==> config.mk <==
export PLATFORM = sky130hd
export DESIGN_NAME = pid_integral_separation
export DESIGN_NICKNAME = d
export VERILOG_FILES = /design/src/pis_pkg.sv /design/src/pid_integral_separation.sv /design/src/pis_integ.sv /design/src/pis_mult.sv /design/src/pis_sat.sv
export SDC_FILE = /design/constraint.sdc
export NUM_CORES = 2
export LEC_CHECK = 0
export BUFFER_PORTS_ARGS = -buffer_cell sky130_fd_sc_hd__buf_4
export CAP_MARGIN = 20
export CORE_MARGIN = 10
export CORE_UTILIZATION = 36
export CTS_BUF_LIST = sky130_fd_sc_hd__clkbuf_2
export DETAILED_ROUTE_END_ITERATION = 10
export GPL_TIMING_DRIVEN = 0
export PLACE_DENSITY = 0.63
export SETUP_SLACK_MARGIN = 0.15
export SKIP_CTS_REPAIR_TIMING = 1
export SLEW_MARGIN = 10
export SYNTH_ARGS = -nofsm -noshare
export SYNTH_HDL_FRONTEND = slang
export SYNTH_SLANG_ARGS = --single-unit
==> constraint.sdc <==
create_clock -name clock -period 10.1 [get_ports clock]
set_clock_uncertainty 0.2 [all_clocks]
set_input_delay 0.505 -clock clock [delete_from_list [all_inputs] [get_ports clock]]
set_output_delay 0.505 -clock clock [all_outputs]
set_load 0.01 [all_outputs]
==> src/pis_pkg.sv <==
// Types and constants of the PID controller with integral separation.
// Used by every module of the block; depends on nothing else.
`timescale 1ns / 1ps

package pis_pkg;

   localparam int GAIN_W         = 16;
   localparam int MEAS_W         = 16;
   localparam int ERR_W          = MEAS_W + 1;
   localparam int DIFF_W         = ERR_W + 1;
   localparam int SUM_W          = 8;
   localparam int OUT_W          = 32;
   localparam int CSR_DATA_W     = 32;
   localparam int CSR_ADDR_W     = 5;
   localparam int REG_IDX_W      = 3;

   localparam int INTEGRAL_LIMIT     = 100;
   localparam int SEPARATION_BOUND   = 3;
   localparam int GAIN_FRACTION_BITS = 8;
   localparam int OUT_FRAC_BITS      = 8;

   localparam int PKP_W  = GAIN_W + ERR_W;
   localparam int PKI_W  = GAIN_W + SUM_W;
   localparam int PKD_W  = GAIN_W + DIFF_W;
   localparam int RAW_W  = PKD_W + 2;
   localparam int SCL_W  = RAW_W + OUT_FRAC_BITS;
   localparam int SHIFT_RIGHT = (GAIN_FRACTION_BITS >= OUT_FRAC_BITS) ?
                                GAIN_FRACTION_BITS - OUT_FRAC_BITS : 0;
   localparam int SHIFT_LEFT  = (GAIN_FRACTION_BITS < OUT_FRAC_BITS) ?
                                OUT_FRAC_BITS - GAIN_FRACTION_BITS : 0;

   localparam logic signed [OUT_W-1:0] UPPER_RESET = 32'sh7FFF_FFFF;
   localparam logic signed [OUT_W-1:0] LOWER_RESET = 32'sh8000_0000;

   // Register indexes, byte address divided by four.
   localparam logic [REG_IDX_W-1:0] REG_KP_GAIN   = 3'd0;
   localparam logic [REG_IDX_W-1:0] REG_KI_GAIN   = 3'd1;
   localparam logic [REG_IDX_W-1:0] REG_KD_GAIN   = 3'd2;
   localparam logic [REG_IDX_W-1:0] REG_SETPOINT  = 3'd3;
   localparam logic [REG_IDX_W-1:0] REG_OUT_UPPER = 3'd4;
   localparam logic [REG_IDX_W-1:0] REG_OUT_LOWER = 3'd5;

   typedef struct packed {
      logic signed [ERR_W-1:0]  err;
      logic signed [DIFF_W-1:0] diff;
      logic signed [SUM_W-1:0]  sum;
   } integ_type;

   typedef struct packed {
      logic signed [PKP_W-1:0] p_kp;
      logic signed [PKI_W-1:0] p_ki;
      logic signed [PKD_W-1:0] p_kd;
   } prod_type;

endpackage

==> src/pid_integral_separation.sv <==
// Positional PID controller with integral separation: top level with the
// register port and pipeline control. Depends on pis_pkg, pis_integ, pis_mult, pis_sat.
`timescale 1ns / 1ps

// Each request transaction carries a measurement and a hold flag and yields
// exactly one response transaction with the saturated drive value (8
// fraction bits) and a flag that says it was clamped. The error is
// setpoint minus measurement; with hold clear the integral sum adds the
// error when its magnitude is below three and is cleared otherwise, and it
// is always kept within plus or minus the integral limit. The block is a
// three-stage pipeline: error and integral update, the three gain
// multipliers, then summing, scaling and saturation into the result
// register. A new request is taken every cycle while the consumer keeps up;
// stages that hold no data close up, so up to two further requests are
// still taken while a result waits for the consumer, after which the
// request side stalls until it is taken. The integral sum and error history
// advance when the request is taken, so one transaction per cycle is
// sustained. The user must write registers through the APB-style port only
// while no transaction is in flight; the block itself does not enforce it.

module pid_integral_separation
   import pis_pkg::*;
(
   input  logic                  clock,
   input  logic                  reset,
   // Request channel.
   input  logic                  req_tvalid,
   output logic                  req_tready,
   input  logic [MEAS_W-1:0]     req_tdata,   // [15:0] measured
   input  logic [0:0]            req_tuser,   // [0] hold_integral
   // Response channel.
   output logic                  rsp_tvalid,
   input  logic                  rsp_tready,
   output logic [OUT_W-1:0]      rsp_tdata,   // [31:0] drive
   output logic [0:0]            rsp_tuser,   // [0] limited
   // Register port.
   input  logic                  csr_psel,
   input  logic                  csr_penable,
   input  logic                  csr_pwrite,
   input  logic [CSR_ADDR_W-1:0] csr_paddr,
   input  logic [CSR_DATA_W-1:0] csr_pwdata,
   output logic [CSR_DATA_W-1:0] csr_prdata,
   output logic                  csr_pready
);

   logic signed [GAIN_W-1:0] kp_gain_ff, ki_gain_ff, kd_gain_ff;
   logic [MEAS_W-1:0]        setpoint_ff;
   logic signed [OUT_W-1:0]  out_upper_ff, out_lower_ff;

   logic                 csr_write;
   logic [REG_IDX_W-1:0] reg_idx;

   // Stage valid flags: integral stage, multiplier stage, result register.
   logic      v1_ff, v2_ff, v3_ff;
   logic      en1, en2, en3;
   logic      accept;
   integ_type integ_q;
   prod_type  prod_q;
   logic      limited;

   // The register port never waits.
   assign csr_pready = 1'b1;
   assign csr_write  = csr_psel && csr_penable && csr_pwrite;
   assign reg_idx    = csr_paddr[CSR_ADDR_W-1:2];

   always_ff @(posedge clock) begin
      if (reset) begin
         kp_gain_ff   <= '0;
         ki_gain_ff   <= '0;
         kd_gain_ff   <= '0;
         setpoint_ff  <= '0;
         out_upper_ff <= UPPER_RESET;
         out_lower_ff <= LOWER_RESET;
      end else if (csr_write) begin
         unique case (reg_idx)
            REG_KP_GAIN:   kp_gain_ff   <= csr_pwdata[GAIN_W-1:0];
            REG_KI_GAIN:   ki_gain_ff   <= csr_pwdata[GAIN_W-1:0];
            REG_KD_GAIN:   kd_gain_ff   <= csr_pwdata[GAIN_W-1:0];
            REG_SETPOINT:  setpoint_ff  <= csr_pwdata[MEAS_W-1:0];
            REG_OUT_UPPER: out_upper_ff <= csr_pwdata[OUT_W-1:0];
            REG_OUT_LOWER: out_lower_ff <= csr_pwdata[OUT_W-1:0];
            default: begin
               // Addresses beyond the register list are ignored.
            end
         endcase
      end
   end

   always_comb begin
      unique case (reg_idx)
         REG_KP_GAIN:   csr_prdata = CSR_DATA_W'(unsigned'(kp_gain_ff));
         REG_KI_GAIN:   csr_prdata = CSR_DATA_W'(unsigned'(ki_gain_ff));
         REG_KD_GAIN:   csr_prdata = CSR_DATA_W'(unsigned'(kd_gain_ff));
         REG_SETPOINT:  csr_prdata = CSR_DATA_W'(setpoint_ff);
         REG_OUT_UPPER: csr_prdata = out_upper_ff;
         REG_OUT_LOWER: csr_prdata = out_lower_ff;
         default:       csr_prdata = '0;
      endcase
   end

   // A stage loads when it is empty or when its contents move on.
   assign en3        = !v3_ff || rsp_tready;
   assign en2        = !v2_ff || en3;
   assign en1        = !v1_ff || en2;
   assign req_tready = en1;
   assign accept     = req_tvalid && en1;

   always_ff @(posedge clock) begin
      if (reset) begin
         v1_ff <= 1'b0;
         v2_ff <= 1'b0;
         v3_ff <= 1'b0;
      end else begin
         if (en1) begin
            v1_ff <= req_tvalid;
         end
         if (en2) begin
            v2_ff <= v1_ff;
         end
         if (en3) begin
            v3_ff <= v2_ff;
         end
      end
   end

   pis_integ u_integ (
      .clock         (clock),
      .reset         (reset),
      .load          (en1),
      .accept        (accept),
      .setpoint      (setpoint_ff),
      .measured      (req_tdata),
      .hold_integral (req_tuser[0]),
      .stage_q       (integ_q)
   );

   pis_mult u_mult (
      .clock   (clock),
      .load    (en2),
      .kp_gain (kp_gain_ff),
      .ki_gain (ki_gain_ff),
      .kd_gain (kd_gain_ff),
      .stage_d (integ_q),
      .prod_q  (prod_q)
   );

   pis_sat u_sat (
      .clock     (clock),
      .load      (en3),
      .out_upper (out_upper_ff),
      .out_lower (out_lower_ff),
      .prod_d    (prod_q),
      .drive     (rsp_tdata),
      .limited   (limited)
   );

   assign rsp_tvalid   = v3_ff;
   assign rsp_tuser[0] = limited;

endmodule

==> src/pis_integ.sv <==
// Error and integral stage: forms the error, updates the integral sum with
// separation and clamping, and keeps the error history. Depends on pis_pkg.
`timescale 1ns / 1ps

module pis_integ
   import pis_pkg::*;
(
   input  logic                    clock,
   input  logic                    reset,
   input  logic                    load,
   input  logic                    accept,
   input  logic [MEAS_W-1:0]       setpoint,
   input  logic [MEAS_W-1:0]       measured,
   input  logic                    hold_integral,
   output integ_type               stage_q
);

   localparam logic signed [SUM_W:0] LIMIT_POS = (SUM_W + 1)'(INTEGRAL_LIMIT);
   localparam logic signed [SUM_W:0] LIMIT_NEG = -(SUM_W + 1)'(INTEGRAL_LIMIT);
   localparam logic signed [ERR_W-1:0] BOUND_POS = ERR_W'(SEPARATION_BOUND);
   localparam logic signed [ERR_W-1:0] BOUND_NEG = -ERR_W'(SEPARATION_BOUND);

   logic signed [DIFF_W-1:0] last_error_ff;
   logic signed [SUM_W-1:0]  error_sum_ff;
   integ_type                stage_ff;

   logic signed [ERR_W-1:0]  err;
   logic signed [SUM_W:0]    sum_wide;
   logic signed [SUM_W-1:0]  error_sum_in;
   logic                     inside_band;
   integ_type                stage_in;

   always_comb begin
      err         = $signed({1'b0, setpoint}) - $signed({1'b0, measured});
      inside_band = (err > BOUND_NEG) && (err < BOUND_POS);
      if (hold_integral) begin
         sum_wide = (SUM_W + 1)'(error_sum_ff);
      end else if (inside_band) begin
         sum_wide = (SUM_W + 1)'(error_sum_ff) + $signed(err[SUM_W:0]);
      end else begin
         sum_wide = '0;
      end
      if (sum_wide > LIMIT_POS) begin
         error_sum_in = SUM_W'(LIMIT_POS);
      end else if (sum_wide < LIMIT_NEG) begin
         error_sum_in = SUM_W'(LIMIT_NEG);
      end else begin
         error_sum_in = sum_wide[SUM_W-1:0];
      end
      stage_in.err  = err;
      stage_in.diff = DIFF_W'(err) - last_error_ff;
      stage_in.sum  = error_sum_in;
   end

   always_ff @(posedge clock) begin
      if (reset) begin
         last_error_ff <= '0;
         error_sum_ff  <= '0;
      end else if (accept) begin
         last_error_ff <= DIFF_W'(err);
         error_sum_ff  <= error_sum_in;
      end
   end

   always_ff @(posedge clock) begin
      if (load) begin
         stage_ff <= stage_in;
      end
   end

   assign stage_q = stage_ff;

endmodule

==> src/pis_mult.sv <==
// Gain stage: the three gain products, each registered.
// Depends on pis_pkg.
`timescale 1ns / 1ps

module pis_mult
   import pis_pkg::*;
(
   input  logic                     clock,
   input  logic                     load,
   input  logic signed [GAIN_W-1:0] kp_gain,
   input  logic signed [GAIN_W-1:0] ki_gain,
   input  logic signed [GAIN_W-1:0] kd_gain,
   input  integ_type                stage_d,
   output prod_type                 prod_q
);

   prod_type prod_ff;
   prod_type prod_in;

   always_comb begin
      prod_in.p_kp = kp_gain * stage_d.err;
      prod_in.p_ki = ki_gain * stage_d.sum;
      prod_in.p_kd = kd_gain * stage_d.diff;
   end

   always_ff @(posedge clock) begin
      if (load) begin
         prod_ff <= prod_in;
      end
   end

   assign prod_q = prod_ff;

endmodule

==> src/pis_sat.sv <==
// Output stage: sums the products, brings them to the output format and
// saturates against the limits into the result register. Depends on pis_pkg.
`timescale 1ns / 1ps

module pis_sat
   import pis_pkg::*;
(
   input  logic                    clock,
   input  logic                    load,
   input  logic signed [OUT_W-1:0] out_upper,
   input  logic signed [OUT_W-1:0] out_lower,
   input  prod_type                prod_d,
   output logic [OUT_W-1:0]        drive,
   output logic                    limited
);

   logic [OUT_W-1:0] drive_ff, drive_in;
   logic             limited_ff, limited_in;

   logic signed [RAW_W-1:0] raw;
   logic signed [SCL_W-1:0] scaled;
   logic signed [SCL_W-1:0] after_upper;
   logic                    hit_upper;

   always_comb begin
      raw    = RAW_W'(prod_d.p_kp) + RAW_W'(prod_d.p_ki) + RAW_W'(prod_d.p_kd);
      // Arithmetic right shift rounds toward minus infinity.
      scaled = (SCL_W'(raw) <<< SHIFT_LEFT) >>> SHIFT_RIGHT;
      hit_upper   = scaled > SCL_W'(out_upper);
      after_upper = hit_upper ? SCL_W'(out_upper) : scaled;
      if (after_upper < SCL_W'(out_lower)) begin
         drive_in   = out_lower;
         limited_in = 1'b1;
      end else begin
         drive_in   = after_upper[OUT_W-1:0];
         limited_in = hit_upper;
      end
   end

   always_ff @(posedge clock) begin
      if (load) begin
         drive_ff   <= drive_in;
         limited_ff <= limited_in;
      end
   end

   assign drive   = drive_ff;
   assign limited = limited_ff;

endmodule

* Yosys cells after proc, flatten, opt, wreduce, memory -nomap -nowiden *
Index checks and enable logic that the tools add are counted.

storage, ports and cells
  register bits = 323
  input bits = 61
  logic and storage cells = 62

operators by class
  add/subtract/negate cells = 5
  $mul = 3
  order comparisons = 6
  equal/unequal tests = 5
  mux-type cells = 7
  reductions and logical operators = 17

operators with widths
  operator               number
  $pmux W32 S6           1
  $lt A44 B32 Y1         1
  $mux W44               1
  $gt A36 B32 Y1         1
  $add A34 B34 Y35       1
  $add A33 B24 Y34       1
  $mul A16 B18 Y34       1
  $mul A16 B17 Y33       1
  $mux W32               1
  $mul A16 B8 Y24        1
  $mux W9                2
  $sub A17 B17 Y18       1
  $gt A17 B3 Y1 const B  1
  $lt A17 B3 Y1 const B  1
  $sub A16 B16 Y17       1
  $mux W8                2
  $reduce_and A2 Y1      6
  $add A8 B9 Y9          1
  $gt A9 B8 Y1 const B   1
  $lt A9 B8 Y1 const B   1
  $eq A3 B2 Y1 const B   2
  $eq A3 B3 Y1 const B   2
  $logic_and A1 B1 Y1    4
  $eq A3 B1 Y1 const B   1
  other kinds (3)        7

* Logic depth before layout (Yosys ltp) *
  depth after elaboration = 8
  depth in mapped cells = 38
  mapped depth without buffers = 34

* Modules after synthesis *
Synthesis repeated with hierarchy kept, for this count alone.

second synthesis, totals
  cell total of the unflattened synthesis = 4850
  area total of the unflattened synthesis = 45572.5 um2

by module, submodules not included
  module                   times used  cells an instance  area each (um2)  sequential area each (um2)
  pis_mult                 1           2941               28284.6          2732.6
  pis_sat                  1           665                6199.7           991.0
  pid_integral_separation  1           707                6099.6           2622.5
  pis_integ                1           537                4988.5           1791.7

* Least setup slack after synthesis *
No wires, ideal clock.

  path kind = register to register
  start = register u_mult.prod_ff, in the netlist u_mult.prod_q[1]
  end = register u_sat.drive_ff[10], in the netlist u_sat.drive[10], data pin
  data arrival time = 8162 ps
  data required time = 9640 ps
  setup slack = 1479 ps
  cell stages (with the launch flop) = 37
  path buffers = 4
  path through = edfxtp_1 > fa_1 > ha_1 > fa_1 > a211oi_1 > o21ai_0 > a41o_1 > a21oi_1 > o21ai_1 > a2111o_1 > a221oi_2 > nor2_1 > nor2_1 > o21ai_0 > xor2_1 > ha_1 > nand3_1 > nor4_1 > a21oi_1 > a21o_1 > a32oi_1 > clkbuf_1 > clkbuf_1 > mux2_2 > ha_1 > a21o_1 > a21oi_1 > nor2b_1 > o21ai_0 > nand2b_1 > a211oi_1 > o21ai_0 > a21oi_1 > a22o_1 > clkbuf_1 > clkbuf_1 > mux2_2

on the way
  cells in the longest elaborated chain, start to end = 5

ends and longest elaborated chain
  element                       line            RTL
  start, declared               pis_mult.sv:17  prod_type prod_ff;
  start signal, assigned        pis_mult.sv:28  prod_ff <= prod_in;
  $add A34 B34 Y35 *            pis_sat.sv:26   raw = RAW_W'(prod_d.p_kp) + RAW_W'(prod_d.p_ki) + RAW_W'(prod_d.p_kd);
  $gt A36 B32 Y1                pis_sat.sv:29   hit_upper = scaled > SCL_W'(out_upper);
  $mux W44 *                    pis_sat.sv:30   after_upper = hit_upper ? SCL_W'(out_upper) : scaled;
  $lt A44 B32 Y1                pis_sat.sv:31   if (after_upper < SCL_W'(out_lower)) begin
  $mux W32 *                    pis_sat.sv:31
  named net u_sat.drive_in[10]  pis_sat.sv:17   logic [OUT_W-1:0] drive_ff, drive_in;
  end signal, assigned          pis_sat.sv:42   drive_ff <= drive_in;
  end, declared                 pis_sat.sv:17

The timed path passes the listed nets; every way through them passes the cells marked *.
A chain may end at the register's enable or synchronous reset.

* Worst setup path after layout *
  start = register u_mult.prod_ff, in the netlist u_mult.prod_q[1]
  end = register u_sat.drive_ff[29], in the netlist u_sat.drive[29], data pin

Same word-level chain as after synthesis.

==> results.tsv <==
stage	metric	value	unit
worst_setup_path	slowest CP cell	fa_1	
sta	final setup fails	0	
clock_tree	number of clock sinks	323	
global_routing	global-route wire length before repair	207000	µm
final_layout	nets	6020	
final_layout	Final Non-Filler Cells	6566	
sta	RSZ-0062 raised after global routing	false	
final_layout	FF+latch area	8140	µm²
final_layout	fill cell count	11800	
worst_setup_path	crit-path max FO	10	
detailed_routing	Vias/cell	5.14	
detailed_routing	drt first pass iters	6	
synthesis	Post-synth EDFFs	167	
detailed_routing	Antenna Nets Post-Route	0	
global_routing	pin count of the biggest net entering global routing	57	
final_layout	commonest non-fill, non-tap cell in the layout	inv_1	
synthesis	syn avg cell area	9.39	µm²
synthesis	dominant synthesized flop cell	edfxtp_1	
clock_tree	worst skew pair latency	1200	ps
sta	final hold vios	1	
sta	period utilization	0.936	
sta	minimum clock period after layout	9460	ps
worst_setup_path	Worst EP arrival	10060	ps
detailed_routing	DR DRC count	0	
power	peak supply drop	86.8	µV
synthesis	Seq/Total Area, Yosys	0.188	
synthesis	cell taking the most area after synthesis	fa_1	
synthesis	total number of yosys warnings	0	
sta	Slew HR	0.169	
final_layout	final core occ	0.404	
synthesis	Synth area leaders	fa_1 (33%), edfxtp_1 (12%), ha_1 (10%), dfxtp_1 (7.2%), inv_1 (7.2%)	
power	PwrDens	95.0	nW/µm²
placement	DP HPWL	112000	µm
die	num rows	126	
run_status	failing checks	hold timing	
clock_tree	deepest clock path buffer count	3	
sta	Max Clk Rate	106	MHz
clock_tree	CTS Buf Count	86	
clock_tree	Reg clk slew, reported paths	120	ps
clock_tree	CTS tree	built	
synthesis	Gate Count Post-Synth	4599	
synthesis	FF+latch count, synth	323	
placement	gpl congestion	0.985	
die	core area	119000	µm²
detailed_routing	Via Count	33700	
worst_setup_path	Worst Setup End Kind	flop	
worst_setup_path	CP Buf/Inv Count	4	
placement	Port Buffer Count	124	
worst_setup_path	CP max stage delay	510	ps
synthesis	Synthesized Nets	5725	
detailed_routing	routed wire length	138000	µm
global_routing	initial antenna violation count	17	
die	Die Span X	366	µm
global_routing	global route overflow	0	
final_layout	most frequent cells in the layout	inv_1 (828), fa_1 (707), nand2_1 (664)	
sta	fin. max-slew vios	0	
placement	placed cells	6324	
global_routing	global-route usage over all layers	0.200	
final_layout	area of the multi-input gates	31300	µm²
detailed_routing	WL/cell	21.0	µm
final_layout	area delta synth->final	10.9	%
placement	pre-CTS setup slack	-859	ps
power	LEAKAGE	22.1	nW
die	Initial Utilization	0.364	
synthesis	Cell Area, Synth	43200	µm²
sta	worst setup margin	642	ps
run	Max Cap Viol	0	
clock_tree	CTS root buf	clkbuf_2	
worst_setup_path	CP Launch Type	flop	
worst_setup_path	CP dominant cell by count	a21oi_1	
die	# IOs	129	
synthesis	area share of the largest cell type after synthesis	0.328	
synthesis	asr flop ratio synth	0	
worst_setup_path	kind of critical path	reg -> reg	
worst_setup_path	WP data required	10700	ps
detailed_routing	drt initial violations	2896	
die	DIE AREA	134000	µm²
worst_setup_path	CP delay by family, top	compound AO/OA/AOI/OAI gates	
final_layout	share of cells above drive strength 1	0.0772	
sta	hold slack	-55.3	ps
synthesis	Yosys cell types	88	
min_path	hold crit path type	in -> reg	
die	Die Ht	366	µm
clock_tree	htree depth	3	
global_routing	vias in the first global route	34100	
run_status	status	complete, but fails checks	
sta	Worst-Margin Slew	1240	ps
metal layers:
| metal | GRT usage | share of wire |
|---|---|---|
| met1 | 0.273 | 0.42 |
| met2 | 0.303 | 0.43 |
| met3 | 0.0407 | 0.10 |
| met4 | 0.0894 | 0.049 |
| met5 | 0 | 0.00075 |
synth_stat cells, types with 4 or more instances:
cell	n
and2_1	305
a21o_1	60
a21boi_0	7
nor2b_1	26
dfxtp_1	156
nand2b_1	62
and3_1	17
o21a_1	24
or3_1	10
o211ai_1	38
nor3_1	28
a31oi_1	8
nor2_1	124
xnor2_1	123
a2111oi_0	4
nand2_1	665
nor3b_1	7
clkbuf_1	180
a22oi_1	50
nand3_1	47
xor2_1	34
o41ai_1	7
a22o_1	17
or2_2	8
o21ai_0	84
o31ai_1	4
and4_1	5
a211oi_1	18
a21oi_1	231
nand4_1	17
mux2_2	64
ha_1	358
o21bai_1	14
inv_1	829
o2111ai_1	6
fa_1	707
edfxtp_1	167
a221o_1	4
buf_1	6
final cells by class:
type / instances / area share
sequential: 323 / 0.170
multi-input combinational: 3255 / 0.653
tap: 1600 / 0.0418
buffer: 190 / 0.0157
inverter: 831 / 0.0652
clock buffer: 128 / 0.0134
antenna: 3 / 0.000157
timing repair buffer: 207 / 0.0368
clock inverter: 29 / 0.00410
cells by family (layout without fill, tap and decap cells):
kind of cell               count (synthesis)  in the layout  share of synthesized area
other                                      1              4                  0.0000869
xor gates and xnor gates                 158            158                     0.0322
muxes                                     65             65                     0.0169
AOI/OAI and AO/OA                        623            623                     0.0932
buffers and inverters                   1021           1385                     0.0891
DFF                                      323            323                      0.188
and+or+nand+nor                         1343           1343                      0.148
adders and majority gates               1065           1065                      0.432
final timing paths:
kind	start	to	slack, ps	cells after the start
worst max-delay path	u_mult.prod_q[1]$_DFFE_PP_	u_sat.drive[29]$_DFFE_PP_	640	35
worst min register to register	u_integ.last_error_ff[4]$_SDFFE_PP0P_	u_integ.last_error_ff[4]$_SDFFE_PP0P_	260	2
worst min-delay path	csr_pwdata[31]	out_lower_ff[31]$_SDFFE_PP1P_	-60	4
worst max register to register	u_mult.prod_q[1]$_DFFE_PP_	u_sat.drive[29]$_DFFE_PP_	640	35
metrics by stage:
step | power, mW | instance area [µm²] | setup TNS, ps | hold slack (ps)
5_1_grt | 4.79 | 47900 | 0 | 3.42
2_1_floorplan | 2.74 | 43200 | 0 | 236
3_3_place_gp | 3.42 | 46100 | -24030 | 242
4_1_cts | 4.48 | 47000 | -26690 | -706
3_5_place_dp | 3.44 | 46200 | -24490 | 248
6_report | 4.55 | 47900 | 0 | -55.3
where the power goes:
group	total [mW]	leakage (nW)	internal (mW)	switching, mW
Combinational	1.78	18.3	0.775	1.00
Sequential	1.74	3.18	1.56	0.178
Clock	1.03	0.625	0.399	0.635
registers in the layout, summed over array words and instances (netlist names), 17 cells and up:
name	flops
u_sat.drive	32
u_integ.last_error_ff	17
u_integ.stage_q	43
out_lower_ff	32
out_upper_ff	32
u_mult.prod_q	91
tightest hold or removal path, stage by stage:
cell and delay [ps]:
dlygate4sd3_1 530, buf_4 120, nand2_1 40, o211ai_1 70
Note: power is estimated with default switching activity, not from simulation.
